`config.mk`:
```
export PLATFORM = sky130hd
export DESIGN_NAME = sliding_window_median_top
export DESIGN_NICKNAME = d
export VERILOG_FILES = /design/src/hw/rtl/swm_pkg.sv /design/src/hw/rtl/swm_cell.sv /design/src/hw/rtl/sliding_window_median_top.sv
export SDC_FILE = /design/constraint.sdc
export NUM_CORES = 2
export LEC_CHECK = 0
export BUFFER_PORTS_ARGS = -buffer_cell sky130_fd_sc_hd__buf_2
export CAP_MARGIN = 0
export CORE_MARGIN = 3
export CORE_UTILIZATION = 65
export CTS_CLUSTER_DIAMETER = 50
export CTS_CLUSTER_SIZE = 16
export DETAILED_ROUTE_END_ITERATION = 8
export PLACE_DENSITY = 0.82
export SYNTH_ARGS = -nofsm -noshare
export SYNTH_HDL_FRONTEND = slang
export SYNTH_SLANG_ARGS = --single-unit
```
`constraint.sdc`:
```
create_clock -name clk -period 11 [get_ports clk]
set_input_delay 0.55 -clock clk [delete_from_list [all_inputs] [get_ports clk]]
set_output_delay 0.55 -clock clk [all_outputs]
set_load 0.01 [all_outputs]
```
`src/hw/rtl/swm_pkg.sv`:
```
// shared types and constants for the sliding window median filter
`timescale 1ns / 1ps
`default_nettype none

package swm_pkg;

  // sample width is fixed by the stream format
  localparam int SAMPLE_W   = 16;
  localparam int WINDOW_DEF = 17;

  typedef logic signed [SAMPLE_W-1:0] sample_t;

  // what a cell shows its neighbors every cycle
  typedef struct packed {
    sample_t value;   // stored sorted entry
    logic    lt_new;  // entry is below the incoming sample
    logic    ge_old;  // entry is at or above the leaving sample
  } link_t;

endpackage

`default_nettype wire

```
`src/hw/rtl/swm_cell.sv`:
```
// one cell of the sorted window: a sorted entry plus one history tap
`timescale 1ns / 1ps
`default_nettype none

module swm_cell
  import swm_pkg::*;
(
  input  wire     clk,
  input  wire     rst,
  input  wire     en,          // a sample word is accepted this cycle
  input  sample_t new_sample,  // broadcast incoming sample
  input  sample_t old_sample,  // broadcast sample leaving the window
  input  wire     old_below,   // leaving sample is below the incoming one
  input  link_t   left,        // neighbor at the next lower index
  input  link_t   right,       // neighbor at the next higher index
  input  sample_t hist_in,     // history line from the previous cell
  output link_t   self,
  output sample_t hist,        // history line to the next cell
  output sample_t value_next
);

  sample_t value;

  // local compares against the two broadcast samples
  assign self.value  = value;
  assign self.lt_new = (value < new_sample);
  assign self.ge_old = (value >= old_sample);

  // pick the new entry from self, a neighbor or the incoming sample
  always_comb begin
    if (old_below) begin
      // removal below the insertion point: entries between shift down
      if (!self.ge_old) begin
        value_next = value;
      end else if (right.lt_new) begin
        value_next = right.value;
      end else if (self.lt_new) begin
        value_next = new_sample;
      end else begin
        value_next = value;
      end
    end else begin
      // insertion at or below the removal point: entries between shift up
      if (self.lt_new) begin
        value_next = value;
      end else if (left.lt_new) begin
        value_next = new_sample;
      end else if (!left.ge_old) begin
        value_next = left.value;
      end else begin
        value_next = value;
      end
    end
  end

  // sorted entry and history tap
  always_ff @(posedge clk) begin
    if (rst) begin
      value <= '0;
      hist  <= '0;
    end else if (en) begin
      value <= value_next;
      hist  <= hist_in;
    end
  end

endmodule

`default_nettype wire

```
`src/hw/rtl/sliding_window_median_top.sv`:
```
// sliding window median filter: row of sorting cells and output register
//
// Usage: signed 16-bit samples enter on the s_axis channel, one per word.
// For every accepted sample one median word leaves on the m_axis channel:
// the middle entry of the last WINDOW samples in ascending order.
// The median of a sample accepted at a clock edge is registered at that edge
// and offered on m_axis in the cycle after.
// Throughput is one sample per cycle while the receiver does not stall.
// All cells of the row compare their entry with the incoming and the
// leaving sample and update in the same cycle; the leaving sample comes
// from a history line threaded through the cells.
// Reset fills the window with zeros, as if WINDOW zero samples had been
// taken, and empties the output register.
// When the receiver stalls, the median word waits in the output register
// and s_axis_tready stays low until it is taken; a new sample is taken in
// the same cycle as the waiting word leaves.
`timescale 1ns / 1ps
`default_nettype none

module sliding_window_median_top
  import swm_pkg::*;
#(
  parameter int WINDOW = WINDOW_DEF
) (
  input  wire                 clk,
  input  wire                 rst,
  input  wire                 s_axis_tvalid,
  output logic                s_axis_tready,
  input  wire  [SAMPLE_W-1:0] s_axis_tdata,   // [15:0] sample
  output logic                m_axis_tvalid,
  input  wire                 m_axis_tready,
  output logic [SAMPLE_W-1:0] m_axis_tdata    // [15:0] median
);

  localparam int MID = WINDOW / 2;

  logic    accept;
  sample_t new_sample;
  sample_t old_sample;
  logic    old_below;
  link_t   links [WINDOW];
  sample_t hists [WINDOW];
  sample_t nexts [WINDOW];
  sample_t median;

  // input handshake: free output slot or one leaving now
  assign s_axis_tready = !m_axis_tvalid || m_axis_tready;
  assign accept        = s_axis_tvalid && s_axis_tready;
  assign new_sample    = sample_t'(s_axis_tdata);

  // sample leaving the window sits at the end of the history line
  assign old_sample = hists[WINDOW-1];
  assign old_below  = (old_sample < new_sample);

  // row of cells, each linked to both neighbors
  for (genvar i = 0; i < WINDOW; i++) begin : g_cell
    link_t   left_link;
    link_t   right_link;
    sample_t hist_in;

    if (i == 0) begin : g_first
      assign left_link = '{value: links[i].value, lt_new: 1'b1, ge_old: 1'b1};
      assign hist_in   = new_sample;
    end else begin : g_inner
      assign left_link = links[i-1];
      assign hist_in   = hists[i-1];
    end

    if (i == WINDOW - 1) begin : g_last
      assign right_link = '{value: links[i].value, lt_new: 1'b0, ge_old: 1'b1};
    end else begin : g_body
      assign right_link = links[i+1];
    end

    swm_cell u_cell (
      .clk        (clk),
      .rst        (rst),
      .en         (accept),
      .new_sample (new_sample),
      .old_sample (old_sample),
      .old_below  (old_below),
      .left       (left_link),
      .right      (right_link),
      .hist_in    (hist_in),
      .self       (links[i]),
      .hist       (hists[i]),
      .value_next (nexts[i])
    );
  end

  // output register
  always_ff @(posedge clk) begin
    if (rst) begin
      m_axis_tvalid <= 1'b0;
    end else if (accept) begin
      m_axis_tvalid <= 1'b1;
    end else if (m_axis_tready) begin
      m_axis_tvalid <= 1'b0;
    end
  end

  always_ff @(posedge clk) begin
    if (accept) begin
      median <= nexts[MID];
    end
  end

  assign m_axis_tdata = median;

  // reset empties the output register
  a_reset_empty: assert property (@(posedge clk) rst |=> !m_axis_tvalid)
    else $error("output word valid after reset");

  // every accepted sample leaves a median word behind
  a_accept_valid: assert property (@(posedge clk) disable iff (rst)
    accept |=> m_axis_tvalid)
    else $error("accepted sample produced no median word");

  // the cell row stays in ascending order
  for (genvar k = 0; k < WINDOW - 1; k++) begin : g_chk
    a_sorted: assert property (@(posedge clk) disable iff (rst)
      links[k].value <= links[k+1].value)
      else $error("window entries out of order");
  end

endmodule

`default_nettype wire

```
==> results_dict.tcl <==
set metrics [dict create \
    grt_pass1_vias 33040 \
    ctsResizeCount 0 \
    crit_family "compound AO/OA/AOI/OAI gates" \
    critical_path_required_ns 11.50 \
    slowest_delay_ns 1.04 \
    synth_edf_count 16 \
    crit_arrival_ns 5.51 \
    finalCritPeriodShare_pct 45.49 \
    syn_inst 4489 \
    cts_made_buffers 66 \
    synth.distinct_cells 97 \
    coreArea_sq_um 55520 \
    synth_seq_cells 561 \
    synth.avg_cell_area_sq_um 8.199 \
    slew_viol_final 0 \
    grt_setup_unrepaired "no" \
    cts_root_buffer "clkbuf_16" \
    worst_pin_slew_ns 1.295 \
    setup.worst_path.class "input port to register" \
    ctsLongestPathBuffers 3 \
    grt_pass1_wl_microns 189100 \
    multiInputGateArea_sq_um 23900 \
    vias_per_cell 6.971 \
    path_buf_inv 5 \
    yosysMostFrequentCell "nand2_1" \
    detail_route.iter0.violations 4641 \
    vias 36070 \
    p_leak_nw 15.71 \
    reg2reg_setup_slack_ns 6.37 \
    drive_gt1_share_pct 6.620 \
    clk_latency_ns 0.63 \
    yosysTopAreaCellShare_pct 29.64 \
    finalSetupViolCount 0 \
    tns_ns 0 \
    crit_fanout 61 \
    seq_area_frac_synth_pct 30.95 \
    track_usage_pct 40.22 \
    power.density_nw_per_um2 306.3 \
    cts_hold_buffers 0 \
    fin_skew_ns 0.04125 \
    synth.top_cells.by_count "nand2_1 (827), a21oi_1 (567), dfxtp_1 (545)" \
    grt_max_degree 205 \
    irDropWorstVdd_mv 0.1832 \
    end_kind "register" \
    critPathSlowestCell "o22ai_2" \
    initial_core_util_pct 66.29 \
    path_cells "buf_2 > buf_4 > inv_1 > buf_4 > ha_1 > o21ai_0 > o21ai_0 > o21ba_1 > o21ai_1 > and2_4 > buf_4 > nand2_4 > o22ai_2 > nor2_1 > a211oi_1" \
    post-cts-setup-buffers 0 \
    routedWlPerCell_microns 23.87 \
    status "complete, no violations" \
    startpoint_type "input port" \
    max_slew_margin_pct 13.69 \
    drv_cap 0 \
    die_h_microns 244.0 \
    design_area_sq_um 39510 \
    hold_path.class "input port to register" \
    io_buffer_count 37 \
    hold_viol 0 \
    cts_tree "built" \
    nets 4942 \
    dieArea_sq_um 59510 \
    dpl_cell_area_sq_um 37330 \
    cpMostUsedCell "buf_4" \
    final-seq-area_sq_um 11390 \
    synth_area_leaders "dfxtp_1 (30%), ha_1 (18%), nand2_1 (8.4%)" \
    timing.fmax_mhz 199.8 \
    ys_warn_count 0 \
    path_clk_slew_ns 0.07 \
    grt_overflow 0 \
    drc_errors 0 \
    grt_antenna_before_repair 1 \
    yosys.area.top_type "dfxtp_1" \
    period_minus_slack_ns 5.004 \
    synth_async_sr_flop_share_pct 0 \
    routabilityCongestion 1.014 \
    die_w_microns 244.0 \
    firstDrtPassIters 9 \
    netlist_area_sq_um 36810 \
    syn_nets 5051 \
    syn2layout_area_growth_pct 7.336 \
    pin_count 38 \
    cts_sinks 561 \
    fillCellCount 4409 \
    drt_wl_total_microns 123500 \
    dp_hpwl_microns 80000 \
    htreeDepth 3 \
    placementRows 86 \
    ant_nets 0 \
    ys.flop_type "dfxtp_1" \
]
-- cell type report --
| type | instances | share of cell area, % |
|---|---|---|
| Timing Repair Buffer | 111 | 1.995 |
| Sequential cell | 561 | 28.83 |
| Clock buffer | 75 | 4.342 |
| Inverter | 81 | 0.7950 |
| Tap cell | 748 | 2.369 |
| Clock inverter | 39 | 1.159 |
| Antenna cell | 1 | 0.006334 |
| Multi-Input combinational cell | 3559 | 60.50 |
-- cell families after synthesis --
logic type      share of synthesized area (%)
simple gates                            17.42
compound gates                          25.19
flops                                   30.95
fa+ha+maj                               18.43
buf+inv                                 4.253
mux                                     3.675
xor+xnor                              0.08841
-- placed cells by master, fill, tap and decap left out, types with 16 or more instances in the layout --
cell         n
a22oi_1     59
inv_1       79
nand2_1    825
nand2b_1    52
and3_1      16
a311oi_1    46
a22o_1      17
o21bai_1    22
mux2i_1    124
buf_2       36
nand4_1     68
nor4_1      20
ha_1       542
a31oi_1     31
o21ai_0    136
o221ai_1    58
nor2_1     262
a21oi_1    567
a211o_1     16
clkbuf_16   66
edfxtp_1    16
nor3_1      44
nand3_1     62
dfxtp_1    545
a21o_1      49
nor2b_1     34
o22ai_1     82
o211ai_1    48
a211oi_1    56
buf_4       71
or3_1       22
o21a_1      44
-- sequential cells by signal, indices dropped and copies added, names as in the netlist --
name and cells:
m_axis_tdata 16, g_cell.u_cell.hist 272, g_cell.u_cell.value 272, m_axis_tvalid 1
-- worst paths after layout --
path,cells past startpoint,endpoint,start
setup / recovery,15,g_cell[0].u_cell.value[1],s_axis_tdata[6]
hold reg to reg,2,g_cell[1].u_cell.hist[2],g_cell[0].u_cell.hist[2]
hold / removal,3,m_axis_tvalid,s_axis_tvalid
setup reg to reg,10,g_cell[1].u_cell.value[2],g_cell[16].u_cell.hist[7]
-- report_power, final --
part / leakage [nW] / internal [W] / switching (W)
clock network: 1.03 / 0.00125 / 0.000972
logic: 10.1 / 0.00260 / 0.00375
registers: 4.58 / 0.00254 / 0.000992
total: 15.7 / 0.00639 / 0.00571
-- metal layers --
layer	vias up	wire length (microns)	global-route usage, %
met5	-	14	0
met4	2	9501	25.28
met3	636	17630	11.49
met2	2378	49610	57.52
met1	16640	46790	53.29
li1	16420	-	-
-- worst register-to-register path, cell delays in order, from the launching register on --
cell and delay [ns]:
dfxtp_1 0.34, inv_1 0.61, buf_4 0.41, ha_1 0.33
a2111o_1 0.36, o32ai_1 0.35, o21ai_0 0.34, a2111oi_1 0.49
a31oi_1 0.14, nor2_1 0.93, a22o_1 0.25
-- through the flow --
stage | std cells | hold slack (ns) | total power [W] | utilization (%) | worst slack (ns)
floorplan | 4489 | 0.4321 | 0.007874 | - | 7.138
global placement | 5060 | 0.4363 | 0.009419 | 67.23 | 5.677
detailed placement | 5060 | 0.4416 | 0.009577 | 67.23 | 5.590
CTS | 5174 | 0.1838 | 0.01185 | 71.15 | 6.218
global route | 5174 | 0.2217 | 0.01283 | 71.15 | 5.768
finish | 5175 | 0.2103 | 0.01210 | 71.15 | 5.996
No activity file was read; power rests on OpenSTA's default activity.
